==> src/design/dbsl_pkg.sv <==
package dbsl_pkg;

    localparam int LANES = 8;

    localparam int CNT_W  = 4;
    localparam int HOLD_W = 8;

    localparam logic [CNT_W-1:0]  CNT_MAX  = {CNT_W{1'b1}};
    localparam logic [HOLD_W-1:0] HOLD_MAX = {HOLD_W{1'b1}};

    // Register indexes on the configuration port
    localparam logic [1:0] REG_SAMPLES   = 2'd0;
    localparam logic [1:0] REG_THRESHOLD = 2'd1;
    localparam logic [1:0] REG_LONG      = 2'd2;
    localparam logic [1:0] REG_ENABLE    = 2'd3;

    localparam logic [3:0] RST_SAMPLES   = 4'd5;
    localparam logic [3:0] RST_THRESHOLD = 4'd3;
    localparam logic [7:0] RST_LONG      = 8'd20;
    localparam logic [7:0] RST_ENABLE    = 8'd0;

    typedef struct packed {
        logic step;       // input transfer this cycle
        logic round_end;  // this transfer closes the round
        logic [CNT_W-1:0]  threshold;
        logic [HOLD_W-1:0] long_rounds;
    } lane_ctl_t;

    typedef struct packed {
        logic short_hit;
        logic long_hit;
        logic level_hit;
    } lane_res_t;

    typedef struct packed {
        logic [LANES-1:0] short_mask;
        logic [LANES-1:0] long_mask;
        logic [LANES-1:0] deb_mask;
    } result_t;

endpackage

==> src/design/dbsl_lane.sv <==
module dbsl_lane (
    input  logic               aclk,
    input  logic               aresetn,
    input  dbsl_pkg::lane_ctl_t ctl,
    input  logic               enable,
    input  logic               level,
    output dbsl_pkg::lane_res_t res
);
    import dbsl_pkg::*;

    logic [CNT_W-1:0]  hc_reg, hc_next, hc_inc;
    logic [HOLD_W-1:0] hold_reg, hold_next;
    logic              pressed_reg, pressed_next;
    logic              lr_reg, lr_next;
    logic              deb;

    always_comb begin
        hc_inc = (level && hc_reg != CNT_MAX) ? hc_reg + CNT_W'(1) : hc_reg;
        deb    = hc_inc >= ctl.threshold;

        hc_next      = hc_inc;
        hold_next    = hold_reg;
        pressed_next = pressed_reg;
        lr_next      = lr_reg;
        res          = '0;

        if (!enable) begin
            hc_next      = '0;
            hold_next    = '0;
            pressed_next = 1'b0;
            lr_next      = 1'b0;
        end else if (ctl.round_end) begin
            hc_next       = '0;
            res.level_hit = deb;
            if (!pressed_reg) begin
                pressed_next = deb;
            end else if (deb) begin
                if (hold_reg >= ctl.long_rounds && !lr_reg) begin
                    lr_next      = 1'b1;
                    res.long_hit = 1'b1;
                end else if (hold_reg != HOLD_MAX) begin
                    hold_next = hold_reg + HOLD_W'(1);
                end
            end else begin
                // released: short press unless the long one was already reported
                res.short_hit = !lr_reg;
                hold_next     = '0;
                pressed_next  = 1'b0;
                lr_next       = 1'b0;
            end
        end
    end

    always_ff @(posedge aclk) begin
        if (!aresetn) begin
            hc_reg      <= '0;
            hold_reg    <= '0;
            pressed_reg <= 1'b0;
            lr_reg      <= 1'b0;
        end else if (ctl.step) begin
            hc_reg      <= hc_next;
            hold_reg    <= hold_next;
            pressed_reg <= pressed_next;
            lr_reg      <= lr_next;
        end
    end

    a_long_needs_press: assert property (@(posedge aclk) disable iff (!aresetn)
        lr_reg |-> pressed_reg)
        else $error("long press flag set on a lane that is not pressed");

    a_disabled_clears: assert property (@(posedge aclk) disable iff (!aresetn)
        (ctl.step && !enable) |=> (hc_reg == '0 && hold_reg == '0 && !pressed_reg))
        else $error("disabled lane kept state");

    a_round_clears_count: assert property (@(posedge aclk) disable iff (!aresetn)
        (ctl.step && ctl.round_end) |=> (hc_reg == '0))
        else $error("high count not cleared at end of round");

endmodule

==> src/design/dbsl_merge.sv <==
module dbsl_merge (
    input  logic                aclk,
    input  logic                aresetn,
    input  logic                push,
    input  dbsl_pkg::lane_res_t lane_res [dbsl_pkg::LANES],
    output logic                in_ready,
    output logic                out_valid,
    input  logic                out_ready,
    output dbsl_pkg::result_t   out_data
);
    import dbsl_pkg::*;

    result_t merged;
    result_t main_reg, skid_reg;
    logic    main_valid_reg, skid_valid_reg;
    logic    pop;

    // Gather the per-lane flags into masks
    always_comb begin
        for (int i = 0; i < LANES; i++) begin
            merged.short_mask[i] = lane_res[i].short_hit;
            merged.long_mask[i]  = lane_res[i].long_hit;
            merged.deb_mask[i]   = lane_res[i].level_hit;
        end
    end

    assign pop       = main_valid_reg && out_ready;
    assign in_ready  = !skid_valid_reg;
    assign out_valid = main_valid_reg;
    assign out_data  = main_reg;

    always_ff @(posedge aclk) begin
        if (!aresetn) begin
            main_valid_reg <= 1'b0;
            skid_valid_reg <= 1'b0;
        end else if (pop) begin
            if (skid_valid_reg) begin
                skid_valid_reg <= 1'b0;
            end else begin
                main_valid_reg <= push;
            end
        end else if (push) begin
            if (!main_valid_reg) begin
                main_valid_reg <= 1'b1;
            end else begin
                skid_valid_reg <= 1'b1;
            end
        end
    end

    always_ff @(posedge aclk) begin
        if (pop) begin
            if (skid_valid_reg) begin
                main_reg <= skid_reg;
            end else if (push) begin
                main_reg <= merged;
            end
        end else if (push) begin
            if (!main_valid_reg) begin
                main_reg <= merged;
            end else begin
                skid_reg <= merged;
            end
        end
    end

    a_skid_behind_main: assert property (@(posedge aclk) disable iff (!aresetn)
        skid_valid_reg |-> main_valid_reg)
        else $error("skid entry held without a main entry");

    a_no_overflow: assert property (@(posedge aclk) disable iff (!aresetn)
        !(push && skid_valid_reg))
        else $error("result pushed into a full queue");

    a_skid_refills_main: assert property (@(posedge aclk) disable iff (!aresetn)
        (pop && skid_valid_reg) |=> (main_valid_reg && !skid_valid_reg))
        else $error("skid entry lost on drain");

endmodule

==> src/design/button_debounce_short_long_press.sv <==
// A round's result is registered into the output queue by the transfer that closes the round.
// Throughput: one sample per cycle while s_tready is high; all lanes update side by side.
// A round of N samples yields one result; a two-entry output queue lets sampling
// continue while a result waits, and s_tready drops only when both entries are full.
// Reset (aresetn low, synchronous): registers return to 5/3/20/0, all lane state and
// the sample index clear, and the output queue empties.
module button_debounce_short_long_press (
    input  logic        aclk,
    input  logic        aresetn,
    // configuration port
    input  logic        psel,
    input  logic        penable,
    input  logic        pwrite,
    input  logic [3:0]  paddr,
    input  logic [31:0] pwdata,
    output logic [31:0] prdata,
    output logic        pready,
    // sample stream
    input  logic        s_tvalid,
    output logic        s_tready,
    input  logic [7:0]  s_tdata,   // [7:0] pin_levels
    // result stream
    output logic        m_tvalid,
    input  logic        m_tready,
    output logic [23:0] m_tdata    // [7:0] short_press_mask, [15:8] long_press_mask,
                                   // [23:16] debounced_mask
);
    import dbsl_pkg::*;

    // ---------------------------------------------------------------
    // Configuration registers
    // ---------------------------------------------------------------
    logic [3:0] samples_reg;
    logic [3:0] threshold_reg;
    logic [7:0] long_reg;
    logic [7:0] enable_reg;
    logic       cfg_wr;

    assign pready = 1'b1;
    assign cfg_wr = psel && penable && pwrite && pready;

    always_ff @(posedge aclk) begin
        if (!aresetn) begin
            samples_reg   <= RST_SAMPLES;
            threshold_reg <= RST_THRESHOLD;
            long_reg      <= RST_LONG;
            enable_reg    <= RST_ENABLE;
        end else if (cfg_wr) begin
            case (paddr[3:2])
                REG_SAMPLES:   samples_reg   <= pwdata[3:0];
                REG_THRESHOLD: threshold_reg <= pwdata[3:0];
                REG_LONG:      long_reg      <= pwdata[7:0];
                REG_ENABLE:    enable_reg    <= pwdata[7:0];
                default: ;
            endcase
        end
    end

    always_comb begin
        case (paddr[3:2])
            REG_SAMPLES:   prdata = {28'd0, samples_reg};
            REG_THRESHOLD: prdata = {28'd0, threshold_reg};
            REG_LONG:      prdata = {24'd0, long_reg};
            REG_ENABLE:    prdata = {24'd0, enable_reg};
            default:       prdata = '0;
        endcase
    end

    // ---------------------------------------------------------------
    // Round sequencing: the round closes when the incremented index
    // wraps to zero or reaches the round length (zero length acts as one).
    // Lowering the length mid-round closes it at the next sample.
    // ---------------------------------------------------------------
    logic [3:0] sample_index_reg, sample_index_next;
    logic [3:0] round_len;
    logic       round_end;
    logic       step;
    logic       in_ready;

    assign step              = s_tvalid && s_tready;
    assign s_tready          = in_ready;
    assign round_len         = (samples_reg == 4'd0) ? 4'd1 : samples_reg;
    assign sample_index_next = sample_index_reg + 4'd1;
    assign round_end         = (sample_index_next == 4'd0) || (sample_index_next >= round_len);

    always_ff @(posedge aclk) begin
        if (!aresetn) begin
            sample_index_reg <= '0;
        end else if (step) begin
            sample_index_reg <= round_end ? 4'd0 : sample_index_next;
        end
    end

    // ---------------------------------------------------------------
    // Lanes: one debounce and press machine per button line
    // ---------------------------------------------------------------
    lane_ctl_t ctl;
    lane_res_t lane_res [LANES];

    assign ctl.step        = step;
    assign ctl.round_end   = round_end;
    assign ctl.threshold   = threshold_reg;
    assign ctl.long_rounds = long_reg;

    for (genvar g = 0; g < LANES; g++) begin : g_lane
        dbsl_lane u_lane (
            .aclk    (aclk),
            .aresetn (aresetn),
            .ctl     (ctl),
            .enable  (enable_reg[g]),
            .level   (s_tdata[g]),
            .res     (lane_res[g])
        );
    end

    // ---------------------------------------------------------------
    // Merge lane flags into masks and queue the result
    // ---------------------------------------------------------------
    result_t out_data;

    dbsl_merge u_merge (
        .aclk      (aclk),
        .aresetn   (aresetn),
        .push      (step && round_end),
        .lane_res  (lane_res),
        .in_ready  (in_ready),
        .out_valid (m_tvalid),
        .out_ready (m_tready),
        .out_data  (out_data)
    );

    assign m_tdata = {out_data.deb_mask, out_data.long_mask, out_data.short_mask};

endmodule

==> config.mk <==
export PLATFORM = sky130hd
export DESIGN_NAME = button_debounce_short_long_press
export DESIGN_NICKNAME = d
export VERILOG_FILES = /design/src/design/dbsl_pkg.sv /design/src/design/dbsl_lane.sv /design/src/design/dbsl_merge.sv /design/src/design/button_debounce_short_long_press.sv
export SDC_FILE = /design/constraint.sdc
export NUM_CORES = 1
export LEC_CHECK = 0
export ABC_AREA = 1
export BUFFER_PORTS_ARGS = -buffer_cell sky130_fd_sc_hd__buf_2
export CELL_PAD_IN_SITES_DETAIL_PLACEMENT = 1
export CELL_PAD_IN_SITES_GLOBAL_PLACEMENT = 1
export CORE_MARGIN = 1
export CORE_UTILIZATION = 48
export DETAILED_ROUTE_END_ITERATION = 10
export HOLD_SLACK_MARGIN = 0.08
export PLACE_DENSITY = 0.95
export SKIP_CTS_REPAIR_TIMING = 1
export SYNTH_ARGS = -nofsm -noshare
export SYNTH_HDL_FRONTEND = slang
export SYNTH_HIERARCHICAL = 1
export SYNTH_SLANG_ARGS = --single-unit
export TNS_END_PERCENT = 100
==> constraint.sdc <==
create_clock -name aclk -period 6.2 [get_ports aclk]
set_input_delay 0.31 -clock aclk [delete_from_list [all_inputs] [get_ports aclk]]
set_output_delay 0.31 -clock aclk [all_outputs]
set_load 0.01 [all_outputs]
-- Yosys cells after proc, flatten, opt, wreduce, memory -nomap -nowiden
Index checks and enable logic that the tools add are counted.
- register bits: 190
- input bits: 51
- output and inout port bits: 59
- word-level logic and storage cells: 414
- add/subtract/negate cells: 17
- order comparisons: 17
- eq/ne operators: 61
- muxes and demuxes: 203
- bitwise logic cells: 2
- reductions and logical operators: 69
- operator list (operator ; number):
    $mux 8 ; 48
    $pmux 32 s4 ; 1
    $mux 24 ; 5
    $mux 4 ; 26
    $mux 1 ; 99
    $ne 3x3->1 const B ; 24
    $add 8x1->8 const B ; 8
    $ge 8x8->1 ; 8
    $ne 8x8->1 const B ; 8
    $mux 3 ; 16
    $reduce_and 5->1 ; 8
    $add 4x1->4 const B ; 9
    $ge 4x4->1 ; 9
    $ne 2x1->1 const B ; 16
    $ne 4x4->1 const B ; 8
    $reduce_and 4->1 ; 8
    $reduce_and 2->1 ; 14
    $logic_and 1x1->1 ; 21
    $mux 2 ; 8
    $logic_not 1->1 ; 9
    $logic_not 4->1 ; 2
    $reduce_and 3->1 ; 2
    $eq 2x2->1 const B ; 2
    $ne 2x2->1 const B ; 2
    other kinds (6) ; 8

-- Longest topological paths before layout
Gate-level depths: netlist (run 1).
- depth in word-level cells: 11
- depth in mapped cells: 19
- mapped depth without buffers: 18

-- By module
Netlist (run 1), hierarchy kept.
- by module, submodules not included (module ; instances ; cells each ; area an instance (um^2) ; seq. area each (um^2)):
    dbsl_lane ; 8 ; 186 ; 1187.4 ; 280.3
    dbsl_merge ; 1 ; 145 ; 1915.6 ; 1481.4
    button_debounce_short_long_press ; 1 ; 215 ; 1527.7 ; 560.5

-- Worst setup path before layout (run 1)
No wires, ideal clock.
- path type: register to register
- from: reg sample_index_reg[0]
- to: reg u_merge/skid_reg[0] in the netlist's numbering, enable pin
- library setup time: 405 ps
- arrival: 2900 ps
- required time: 5795 ps
- path slack: 2895 ps
- cell stages (with the launch flop): 14
- buffers on the path: 0
- clock period less this slack: 3305 ps
- path through: dfxtp_1 > ha_1 > nand2_1 > inv_1 > nor2_1 > ha_1 > nand2_1 > inv_1 > nand2_1 > nand3_1 > nand2_1 > inv_1 > inv_1 > nor2_1
- word-level cells in the longest chain between the ends: 5
- elaborated cells between the ends (all ways): 6
- those cells by class: add/sub (1); order compare (1); reduce/logical (4)
- RTL lines (item ; line ; source):
    start: declaration ; button_debounce_short_long_press.sv:74 ; logic [3:0] sample_index_reg, sample_index_next;
    start signal: assignment ; button_debounce_short_long_press.sv:90 ; sample_index_reg <= round_end ? 4'd0 : sample_index_next;
    $add 4x1->4 (*) ; button_debounce_short_long_press.sv:83 ; assign sample_index_next = sample_index_reg + 4'd1;
    $ge 4x4->1 / $logic_not 4->1 (equally long branches) ; button_debounce_short_long_press.sv:84 ; assign round_end = (sample_index_next == 4'd0) || (sample_index_next >= round_len);
    $logic_or 1x1->1 (*) ; button_debounce_short_long_press.sv:84 ;
    via round_end ; button_debounce_short_long_press.sv:76 ; logic round_end;
    $logic_and 1x1->1 (*) ; button_debounce_short_long_press.sv:124 ; .push (step && round_end),
    $reduce_and 3->1 (no line) (*) ; -- ;
    end signal: assignment ; dbsl_merge.sv:62 ; skid_reg <= merged;
    end: declaration ; dbsl_merge.sv:14 ; result_t main_reg, skid_reg;
Mark *: on every way through the listed nets, which the timed path passes. The rest lies on a longest branch.
A chain may end at the register's enable or synchronous reset.

-- Worst setup path in the final report (run 1)
- from: reg sample_index_reg[0]
- to: reg u_merge/skid_reg[2] in the netlist's numbering, enable pin
Same word-level chain as after synthesis.

==> impl_results.md, run 1 <==
- Fraction of the yosys area taken by sequential cells: 33.1%
- Final WL: 41200 µm
- Number of failing hold endpoints at the final stage: 0
- Worst ir drop on vdd: 0.138 mV
- GRT Util Overall: 30.5%
- Worst slew pin tran: 0.999 ns
- Stages on worst setup path: 13
- Number of remaining DRC errors: 10
- Largest family of logic cells by synthesized area: simple AND/OR/NAND/NOR gates
- Fraction of met2 tracks used by global routing: 55.1%
- Worst path bufs/invs: 4
- RD Place Congestion: 0.835
- DR WL/cell: 18.2 µm
- Slowest stage delay, CP: 0.71 ns
- Worst EP required: 6.34 ns
- Critical Path Start: sample_index_reg[0]
- Final std cells w/o fill: 2262
- Nature of the critical path startpoint: flip-flop
- CTS Buf Count: 17
- Via Count: 12500
- Worst slack at placement: 3.10 ns
- Met3 GRT Util: 4.53%
- Synth async-reset ratio: 0%
- Vias per inst: 5.51
- Max-slew headroom: 33.3%
- Launch point of the worst reg-to-reg path: sample_index_reg[0]
- Number of distinct library cells after synthesis: 37
- Commonest non-fill, non-tap cell in the layout: sky130_fd_sc_hd__nand2_1
- Total number of nets in the final design: 2081
- Leakage power: 7.02 nW
- Via count of the first global-routing pass: 13500
- Synthesized-area fraction occupied by ao, oa, aoi and oai cells: 8.83%
- Number of instances in the synthesized netlist: 1848
- Finish-stage setup viols: 0
- Count of flip-flops with a built-in enable after synthesis: 48
- Max-slew violation total from the final report: 0
- Clock root buffer: sky130_fd_sc_hd__clkbuf_16
- Die boundary width: 166 µm
- Final antenna-violating net count: 0
- Flop and latch count out of synthesis: 190
- Crit. End Element: flip-flop
- Type of the most critical hold path: in -> reg
- Layer with the highest usage: met2
- Endpoint of the most critical register-to-register path: u_merge/skid_reg[2]
- Synthesized area per cell: 7.00 µm²
- Clock-pin slew of the registers on the worst-case setup and hold paths: 0.08 ns
- Area growth from synthesis to layout: 8.37%
- Post-route fraction of the period consumed by the critical path: 52.5%
- Arrival time worst endpoint: 3.39 ns
- Total die area: 27600 µm²
- Max Buffers Root-to-Sink: 2
- Synthesized-area fraction occupied by and/or/nand/nor cells: 33.9%
- Maximum number of pins on one net before global-route repair: 52
- Dominant register cell in the synthesized netlist: sky130_fd_sc_hd__dfxtp_1
- Failing checks: design-rule violations
- Multiplexer share of the synthesized area: 0%
- Critical Path Fanout Max: 13
- CTS sink cnt: 190
- Standard-cell rows: 59
- Worst setup margin: 2.95 ns
- Start-to-end type of the worst setup path: reg -> reg
- Top delay family on crit path: simple AND/OR/NAND/NOR gates
- Share of layout cells above drive strength 1: 11.9%
- Worst clock skew: 0.0139 ns
- Final-layout setup total negative slack: 0 ns
- Run status: finished with violations
- Synth warnings: 6
- Setup slack on the worst flop-to-flop path: 2.95 ns
- Final worst path period need: 3.25 ns
- Number of buffer cells added on primary ports: 58
- Clock latency of the later-clocked register in the worst-skew pair: 0.46 ns
- Congestion Overflow GR: 0
- Global-route wire length before repair: 67000 µm
- Chip Height: 166 µm
- Max-cap viol count: 0
- Placed wire-length estimate after detailed placement: 28600 µm
- RSZ-0062 raised after global routing: no
- Core area: 26300 µm²
- Sequence of cells on the critical path: ha_1 -> nor2_1 -> nor2_1 -> ha_1 -> nand2_1 -> inv_1 -> nand2_1 -> nand3_1 -> nand2_1 -> inv_1 -> inv_1 -> nor2_2 -> buf_4
- Critical Path Sink: u_merge/skid_reg[2]
- Number of instances in the placed design: 2229
- I/O pin total: 110
- Initial detailed-routing violation count: 594
- Pre-Repair DR Iteration Count: 8
- Initial core utilization: 49.2%
- Met1 track utilization from global routing: 33.7%
- Max stage delay cell, worst path: sky130_fd_sc_hd__nor2_2
- Clock tree from TritonCTS: yes
- Most frequent cells in the layout: sky130_fd_sc_hd__nand2_1, sky130_fd_sc_hd__inv_1, sky130_fd_sc_hd__nor2_1, sky130_fd_sc_hd__nand3_1, sky130_fd_sc_hd__dfxtp_1
- Power per Cell Area: 207 nW/µm²
- CTS H-Tree Depth: 4
- Initial antenna violation count: 2
- Number of flip-flops in the largest register: 64
- Adder-cell share of the synthesized area: 11.3%
- Xor/xnor share of the synthesized area: 1.15%
- Achievable frequency: 0.307 GHz
- Synthesized cell area: 12900 µm²
- Number of cell instances on the worst register-to-register path: 13
## power by group
part | internal [mW] | switching, mW
Sequential | 1.30 | 0.0585
Clock | 0.601 | 0.534
Combinational | 0.125 | 0.279
Total | 2.03 | 0.872
## kinds of logic after synthesis
logic type	Yosys count
simple gates	978
buf+inv	353
compound gates	191
flops	190
fa+ha+maj	117
xor+xnor	17
other cells	2
## area by class of cell
type,instances,area (µm²)
fillers,3505,12300
repair buffers,64,335
diodes,1,2.50
clock inverters,12,136
multi-input cells,1328,7240
clock buffers,20,437
flip-flops and latches,190,4280
well taps,335,419
inverters,312,1180
## stage by stage
stage	instance area (µm²)	hold WS (ns)	util [%]	power, mW
4_1_cts	14000	0.0909	53.4	2.91
5_1_grt	14000	0.102	53.4	3.02
2_1_floorplan	13000	0.422	-	1.66
3_3_place_gp	13500	0.451	51.2	1.74
6_report	14000	0.102	53.4	2.90
3_5_place_dp	13500	0.465	51.2	1.77
## worst register-to-register path: cells and delay by family (launching register included)
| family | cells | cell delay, ns |
|---|---|---|
| simple gates | 7 | 1.32 |
| flops | 1 | 0.37 |
| buf+inv | 4 | 0.71 |
| fa+ha+maj | 2 | 0.55 |
## synthesized netlist by cell type, types with 2 or more instances
master,instances,area [µm²]
sky130_fd_sc_hd__nand4_2,8,100
sky130_fd_sc_hd__inv_2,34,128
sky130_fd_sc_hd__buf_2,3,15.0
sky130_fd_sc_hd__buf_4,25,188
sky130_fd_sc_hd__xnor2_1,8,70.1
sky130_fd_sc_hd__inv_1,277,1040
sky130_fd_sc_hd__nand4_1,29,181
sky130_fd_sc_hd__o21ai_4,8,130
sky130_fd_sc_hd__xor2_1,9,78.8
sky130_fd_sc_hd__nor2_4,10,113
sky130_fd_sc_hd__buf_6,11,124
sky130_fd_sc_hd__and3b_1,8,70.1
sky130_fd_sc_hd__a21oi_1,102,510
sky130_fd_sc_hd__conb_1,2,7.51
sky130_fd_sc_hd__a22o_1,4,35.0
sky130_fd_sc_hd__nor2_1,203,762
sky130_fd_sc_hd__nand3_1,146,731
sky130_fd_sc_hd__or2_2,24,150
sky130_fd_sc_hd__nand2_1,496,1860
sky130_fd_sc_hd__edfxtp_1,48,1440
sky130_fd_sc_hd__ha_1,117,1460
sky130_fd_sc_hd__nor3_1,9,45.0
sky130_fd_sc_hd__o21ai_2,4,35.0
sky130_fd_sc_hd__dfxtp_1,142,2840
sky130_fd_sc_hd__nor2_2,17,106
sky130_fd_sc_hd__nand2_2,10,62.6
sky130_fd_sc_hd__o21ai_0,30,150
sky130_fd_sc_hd__a21o_1,8,60.1
sky130_fd_sc_hd__o21ai_1,17,85.1
sky130_fd_sc_hd__o21bai_1,16,120
sky130_fd_sc_hd__nand2_4,17,191
## how the worst min path moves through the flow
stage / from / end / slack [ns] / depth (start not counted)
detailed placement: g_lane[0].u_lane/pressed_reg / g_lane[0].u_lane/pressed_reg / 0.47 / 2
global route: pwdata[4] / long_reg[4] / 0.10 / 3
CTS: pwdata[4] / long_reg[4] / 0.09 / 3
floorplan: aresetn / u_merge/out_valid / 0.42 / 2
finish: pwdata[4] / long_reg[4] / 0.10 / 3
global placement: g_lane[2].u_lane/pressed_reg / g_lane[2].u_lane/pressed_reg / 0.45 / 2
## metal layers
metal	vias to the layer above	wire [µm]	part of all wire, %
li1	5960	-	-
met1	5998	16600	40
met2	357	20500	50
met3	145	1990	4.8
met4	4	2170	5.3
met5	-	19	0.046
Power figures use the tool's default switching activity.
==> run 2: changes to the inputs <==
--- a/config.mk
+++ b/config.mk
@@ -10,10 +10,10 @@
 export CELL_PAD_IN_SITES_DETAIL_PLACEMENT = 1
 export CELL_PAD_IN_SITES_GLOBAL_PLACEMENT = 1
 export CORE_MARGIN = 1
-export CORE_UTILIZATION = 48
+export CORE_UTILIZATION = 44
 export DETAILED_ROUTE_END_ITERATION = 10
 export HOLD_SLACK_MARGIN = 0.08
-export PLACE_DENSITY = 0.95
+export PLACE_DENSITY = 0.91
 export SKIP_CTS_REPAIR_TIMING = 1
 export SYNTH_ARGS = -nofsm -noshare
 export SYNTH_HDL_FRONTEND = slang
==> constraint.sdc (replaced) <==
create_clock -name aclk -period 3.3 [get_ports aclk]
set_input_delay 0.165 -clock aclk [delete_from_list [all_inputs] [get_ports aclk]]
set_output_delay 0.165 -clock aclk [all_outputs]
set_load 0.01 [all_outputs]
==> run 2 against run 1 <==
The flow now finishes without violations; via count fell by 0.34%; non-clock buffer count is 19 higher; core utilization decreased by 3.8 points; flip-flop and latch count unchanged; hold slack better by 0.10 ns; count of clock-buffer cells in the layout fell by 3; first-iteration DRC count decreased by 0.34%; clock power up 92%; combinational power rose by 92%.
==> impl_results.md, run 2 (same netlist as run 1, synthesis figures left out) <==
- Run status: completed
- Placed wire-length estimate after detailed placement: 28300 µm (-0.74%)
- Start-to-end type of the worst setup path: reg -> reg
- Total number of nets in the final design: 2100 (+0.91%)
- DP Area: 13600 µm² (+1.2%)
- Die boundary width: 174 µm (+4.4%)
- CTS H-Tree Depth: 4 (unchanged)
- DR WL/cell: 17.3 µm (-4.9%)
- Chip Height: 174 µm (+4.4%)
- Clock latency of the later-clocked register in the worst-skew pair: 0.46 ns (about the same)
- Commonest non-fill, non-tap cell in the layout: sky130_fd_sc_hd__nand2_1
- Clock-pin slew of the registers on the worst-case setup and hold paths: 0.08 ns (about the same)
- Final antenna-violating net count: 0 (unchanged)
- Total die area: 30100 µm² (+9.0%)
- CTS sink cnt: 190 (unchanged)
- Final WL: 40300 µm (-2.1%)
- Final-layout setup total negative slack: 0 ns (unchanged)
- Power per Cell Area: 384 nW/µm² (+86%)
- Share of layout cells above drive strength 1: 12.4% (+0.55 points)
- Number of buffer cells added on primary ports: 58 (unchanged)
- Max Buffers Root-to-Sink: 2 (unchanged)
- Clock tree from TritonCTS: yes
- Worst clock skew: 0.0166 ns (+0.00271 ns)
- Worst ir drop on vdd: 0.363 mV (+160%)
- Area growth from synthesis to layout: 10.5%
- Congestion Overflow GR: 0 (unchanged)
- Initial detailed-routing violation count: 592 (-0.34%)
- Global-route wire length before repair: 64300 µm (-4.0%)
- Number of remaining DRC errors: 0 (-10)
- Number of failing hold endpoints at the final stage: 0 (unchanged)
- Most frequent cells in the layout: sky130_fd_sc_hd__nand2_1, sky130_fd_sc_hd__inv_1, sky130_fd_sc_hd__nor2_1, sky130_fd_sc_hd__nand3_1, sky130_fd_sc_hd__dfxtp_1
- Worst slew pin tran: 0.743 ns (-0.256 ns)
- RSZ-0062 raised after global routing: no
- Initial core utilization: 44.8% (-4.4 points)
- Max-slew violation total from the final report: 0 (unchanged)
- Crit. End Element: flip-flop
- Leakage power: 7.12 nW (+1.5%)
- Standard-cell rows: 62 (+5.1%)
- Nature of the critical path startpoint: flip-flop
- Via Count: 12400 (-0.34%)
- Max-cap viol count: 0 (unchanged)
- Maximum number of pins on one net before global-route repair: 51 (-1.9%)
- Achievable frequency: 0.357 GHz (+16%)
- Final design area excluding fillers: 14300 µm² (+2.0%)
- Clock root buffer: sky130_fd_sc_hd__clkbuf_16
- Vias per inst: 5.33 (-3.2%)
- GRT Util Overall: 26.6% (-3.9 points)
- Pre-Repair DR Iteration Count: 5 (-3)
- Final worst path period need: 2.80 ns (-0.452 ns)
- CTS Buf Count: 17 (unchanged)
- Cell depth of the worst hold path: 5 (+2)
- Max-slew headroom: 50.5% (+17 points)
- Core area: 28900 µm² (+9.8%)
- Power after layout: 5.50 mW (+90%)
- Arrival time worst endpoint: 2.98 ns (-0.41 ns)
- Number of flip-flops in the largest register: 64 (unchanged)
- RD Place Congestion: 0.818 (-2.0%)
- Finish-stage setup viols: 0 (unchanged)
- Via count of the first global-routing pass: 13100 (-2.8%)
- Post-route fraction of the period consumed by the critical path: 84.9% (+32 points)
- Type of the most critical hold path: in -> reg
- Critical Path Fanout Max: 6 (-7)
- I/O pin total: 110 (unchanged)
- Worst EP required: 3.48 ns (-2.86 ns)
- Number of diodes: 0 (-1)
- Initial antenna violation count: 2 (unchanged)
- Number of cell instances on the worst register-to-register path: 15 (+2)
-- run 2: final timing paths --
path	startpoint	end	slack, ns
max reg2reg	g_lane[0].u_lane/hc_reg[0]	u_merge/out_data[0]	0.50
max	g_lane[0].u_lane/hc_reg[0]	u_merge/out_data[0]	0.50
min reg2reg	g_lane[1].u_lane/pressed_reg	g_lane[1].u_lane/pressed_reg	0.48
min	paddr[2]	threshold_reg[0]	0.21
-- run 2: area by class of cell --
cell class,count,area [µm²]
fill,3783,14600
clock inverter,15,176
multi-input combinational,1328,7240
inverter,312,1180
clock buffer,17,425
sequential,190,4280
tap,384,480
timing repair buffer,83,526
-- run 2: stage by stage --
| step | utilization, % | worst slack [ns] | hold slack [ns] | instances |
|---|---|---|---|---|
| 6_report | 49.6 | 0.498 | 0.206 | 2329 |
| 5_1_grt | 49.6 | 0.289 | 0.236 | 2329 |
| 4_1_cts | 49.3 | 0.529 | -0.0106 | 2320 |
| 3_5_place_dp | 47.2 | 0.569 | 0.448 | 2288 |
| 3_3_place_gp | 47.2 | 0.745 | 0.440 | 2288 |
| 2_1_floorplan | - | 0.382 | 0.277 | 1871 |
-- run 2: metal layers --
metal	track usage (%)	share of wire [%]
met1	29.3	41
met2	50.2	52
met3	3.93	3.8
met4	11.8	3.5
met5	0	0.064
-- run 2: power breakdown --
group          switching (mW)  internal, mW
logic                   0.528         0.251
registers               0.102          2.44
clock network            1.08          1.09
total                    1.71          3.78
-- run 2: worst max-delay path: stages (launching register included) --
cell,delay [ns]
sky130_fd_sc_hd__dfxtp_1,0.35
sky130_fd_sc_hd__ha_1,0.25
sky130_fd_sc_hd__nand3_1,0.10
sky130_fd_sc_hd__nand2_1,0.11
sky130_fd_sc_hd__inv_1,0.09
sky130_fd_sc_hd__nand4_1,0.09
sky130_fd_sc_hd__xnor2_1,0.25
sky130_fd_sc_hd__ha_1,0.31
sky130_fd_sc_hd__a21oi_1,0.16
sky130_fd_sc_hd__nand3_1,0.19
sky130_fd_sc_hd__nand2_1,0.20
sky130_fd_sc_hd__inv_2,0.11
sky130_fd_sc_hd__nand2_1,0.09
sky130_fd_sc_hd__inv_2,0.05
sky130_fd_sc_hd__nand2_1,0.06
sky130_fd_sc_hd__o21ai_0,0.10
==> run 3: changes to the inputs <==
==> constraint.sdc (replaced) <==
create_clock -name aclk -period 2.8 [get_ports aclk]
set_input_delay 0.14 -clock aclk [delete_from_list [all_inputs] [get_ports aclk]]
set_output_delay 0.14 -clock aclk [all_outputs]
set_load 0.01 [all_outputs]
==> run 3 against run 2 <==
The flow now finishes with violations (negative setup slack); sequential power rose by 18%; final area increased by 1.6%; critical endpoint unchanged; count of clock-buffer cells in the layout up 5; cell count is 0.21% higher; first-iteration DRC count grew 7.1%; combinational power rose by 21%.
==> impl_results.md, run 3 (same netlist as run 1, synthesis figures left out) <==
- Run status: finished with violations
- Failing checks: negative setup slack
- Sequence of cells on the critical path: ha_1 -> nand3_1 -> nand2_1 -> inv_1 -> nand4_1 -> xnor2_2 -> ha_1 -> a21oi_1 -> nand3_2 -> nand2_2 -> inv_2 -> nand2_1 -> inv_2 -> nand2_1 -> o21ai_0
- I/O pin total: 110 (unchanged)
- Worst hold slack: 0.172 ns (-0.0341 ns)
- Number of flip-flops in the largest register: 64 (unchanged)
- Met3 GRT Util: 2.72% (-1.2 points)
- Final WL: 40200 µm (-0.40%)
- Final antenna-violating net count: 0 (unchanged)
- Commonest non-fill, non-tap cell in the layout: sky130_fd_sc_hd__nand2_1
- Clock root buffer: sky130_fd_sc_hd__clkbuf_16
- Start-to-end type of the worst setup path: reg -> reg
- Critical Path Fanout Max: 6 (unchanged)
- Leakage power: 7.30 nW (+2.5%)
- CTS Buf Count: 17 (unchanged)
- DR WL/cell: 17.2 µm (-0.61%)
- Area growth from synthesis to layout: 12.3%
- Max-slew headroom: 50.2% (-0.30 points)
- Final worst path period need: 2.87 ns (+0.0641 ns)
- Fraction of met2 tracks used by global routing: 48.2% (-2.0 points)
- GRT Util Overall: 26.4% (-0.24 points)
- Standard-cell rows: 62 (unchanged)
- Nature of the critical path startpoint: flip-flop
- Power per Cell Area: 445 nW/µm² (+16%)
- Placed wire-length estimate after detailed placement: 27900 µm (-1.6%)
- Type of the most critical hold path: in -> reg
- Via count of the first global-routing pass: 13000 (-1.2%)
- Achievable frequency: 0.349 GHz (-2.2%)
- Power after layout: 6.46 mW (+18%)
- Die boundary width: 174 µm (unchanged)
- Clock-pin slew of the registers on the worst-case setup and hold paths: 0.08 ns (about the same)
- Clock latency of the later-clocked register in the worst-skew pair: 0.45 ns (about the same)
- Max-cap viol count: 0 (unchanged)
- Finish-stage setup viols: 1 (+1)
- CTS H-Tree Depth: 4 (unchanged)
- Worst clock skew: 0.0145 ns (-0.00205 ns)
- Crit. End Element: flip-flop
- Global-route wire length before repair: 64000 µm (-0.40%)
- Maximum number of pins on one net before global-route repair: 86 (+69%)
- Critical Path Start: g_lane[0].u_lane/hc_reg[0]
- Vias per inst: 5.34 (about the same)
- Core area: 28900 µm² (unchanged)
- Number of diodes: 0 (unchanged)
- Initial core utilization: 44.8% (unchanged)
- Number of buffer cells added on primary ports: 58 (unchanged)
- DP Area: 13700 µm² (+0.47%)
- Total die area: 30100 µm² (unchanged)
- Via Count: 12500 (+0.25%)
- Cell repeated most along the worst path: sky130_fd_sc_hd__nand2_1
- Layer with the highest usage: met2
- Slowest stage delay, CP: 0.36 ns (about the same)
- Most frequent cells in the layout: sky130_fd_sc_hd__nand2_1, sky130_fd_sc_hd__inv_1, sky130_fd_sc_hd__nor2_1, sky130_fd_sc_hd__dfxtp_1, sky130_fd_sc_hd__nand3_1
- Max-slew violation total from the final report: 0 (unchanged)
- CTS sink cnt: 190 (unchanged)
- Max Buffers Root-to-Sink: 2 (unchanged)
- Pre-Repair DR Iteration Count: 5 (unchanged)
- Share of layout cells above drive strength 1: 14.4% (+1.9 points)
- Max stage delay cell, worst path: sky130_fd_sc_hd__dfxtp_1
- Initial antenna violation count: 0 (-2)
- Clock tree from TritonCTS: yes
- Number of remaining DRC errors: 0 (unchanged)
- Worst EP required: 2.98 ns (-0.50 ns)
- RD Place Congestion: 0.821 (+0.45%)
- Initial detailed-routing violation count: 634 (+7.1%)
- Worst ir drop on vdd: 0.460 mV (+27%)
- Number of failing hold endpoints at the final stage: 0 (unchanged)
- Final design area excluding fillers: 14500 µm² (+1.6%)
- Worst slew pin tran: 0.746 ns (+0.00359 ns)
- Met1 track utilization from global routing: 31.1% (+1.8 points)
- Arrival time worst endpoint: 3.04 ns (+0.06 ns)
- Launch point of the worst reg-to-reg path: g_lane[0].u_lane/hc_reg[0]
- Congestion Overflow GR: 0 (unchanged)
- Total number of nets in the final design: 2105 (+0.24%)
- Hold path startpoint: paddr[3]
- Worst setup margin: -0.0658 ns (-0.564 ns)
- Post-route fraction of the period consumed by the critical path: 102% (+17 points)
- Chip Height: 174 µm (unchanged)
==> run 3: power by group <==
group	internal [mW]	switching [mW]	leakage [nW]	total (mW)
sequential	2.88	0.117	1.58	3.00
clock	1.34	1.18	0.288	2.52
combinational	0.306	0.637	5.43	0.942
total	4.53	1.93	7.30	6.46
==> run 3: worst max-delay path, delay by kind of cell (launching register included) <==
kind | cells | cell delay (ns)
DFF | 1 | 0.36
xor gates and xnor gates | 1 | 0.18
buffers and inverters | 3 | 0.24
and+or+nand+nor | 7 | 0.84
adders and majority gates | 2 | 0.58
AOI/OAI and AO/OA | 2 | 0.39
==> run 3: final timing paths <==
path	endpoint	slack, ns	cells past startpoint
hold reg to reg	g_lane[2].u_lane/pressed_reg	0.48	2
hold / removal	samples_reg[3]	0.17	4
setup reg to reg	u_merge/out_data[0]	-0.07	15
setup / recovery	u_merge/out_data[0]	-0.07	15
==> run 3: cell type report <==
type	instances	area, µm²
clock buffer	22	485
tap	384	480
multi-input combinational	1328	7400
timing repair buffer	88	599
inverter	312	1180
clock inverter	10	100
fill	3779	14300
sequential	190	4290
==> run 3: layer usage <==
| layer | routed length (µm) | part of all wire [%] | up-vias |
|---|---|---|---|
| li1 | - | - | 6017 |
| met1 | 17100 | 42 | 6064 |
| met2 | 20300 | 51 | 285 |
| met3 | 1350 | 3.3 | 87 |
| met4 | 1470 | 3.7 | 0 |
| met5 | 0 | 0 | - |
==> run 3: stage by stage <==
step	TNS (ns)	util, %	worst slack, ns	instances
2_1_floorplan	0	-	0.00169	1871
3_3_place_gp	0	47.4	0.212	2292
3_5_place_dp	0	47.4	0.0457	2292
4_1_cts	-0.00660	49.4	-0.00660	2324
5_1_grt	-0.545	50.4	-0.151	2334
6_report	-0.0658	50.4	-0.0658	2334
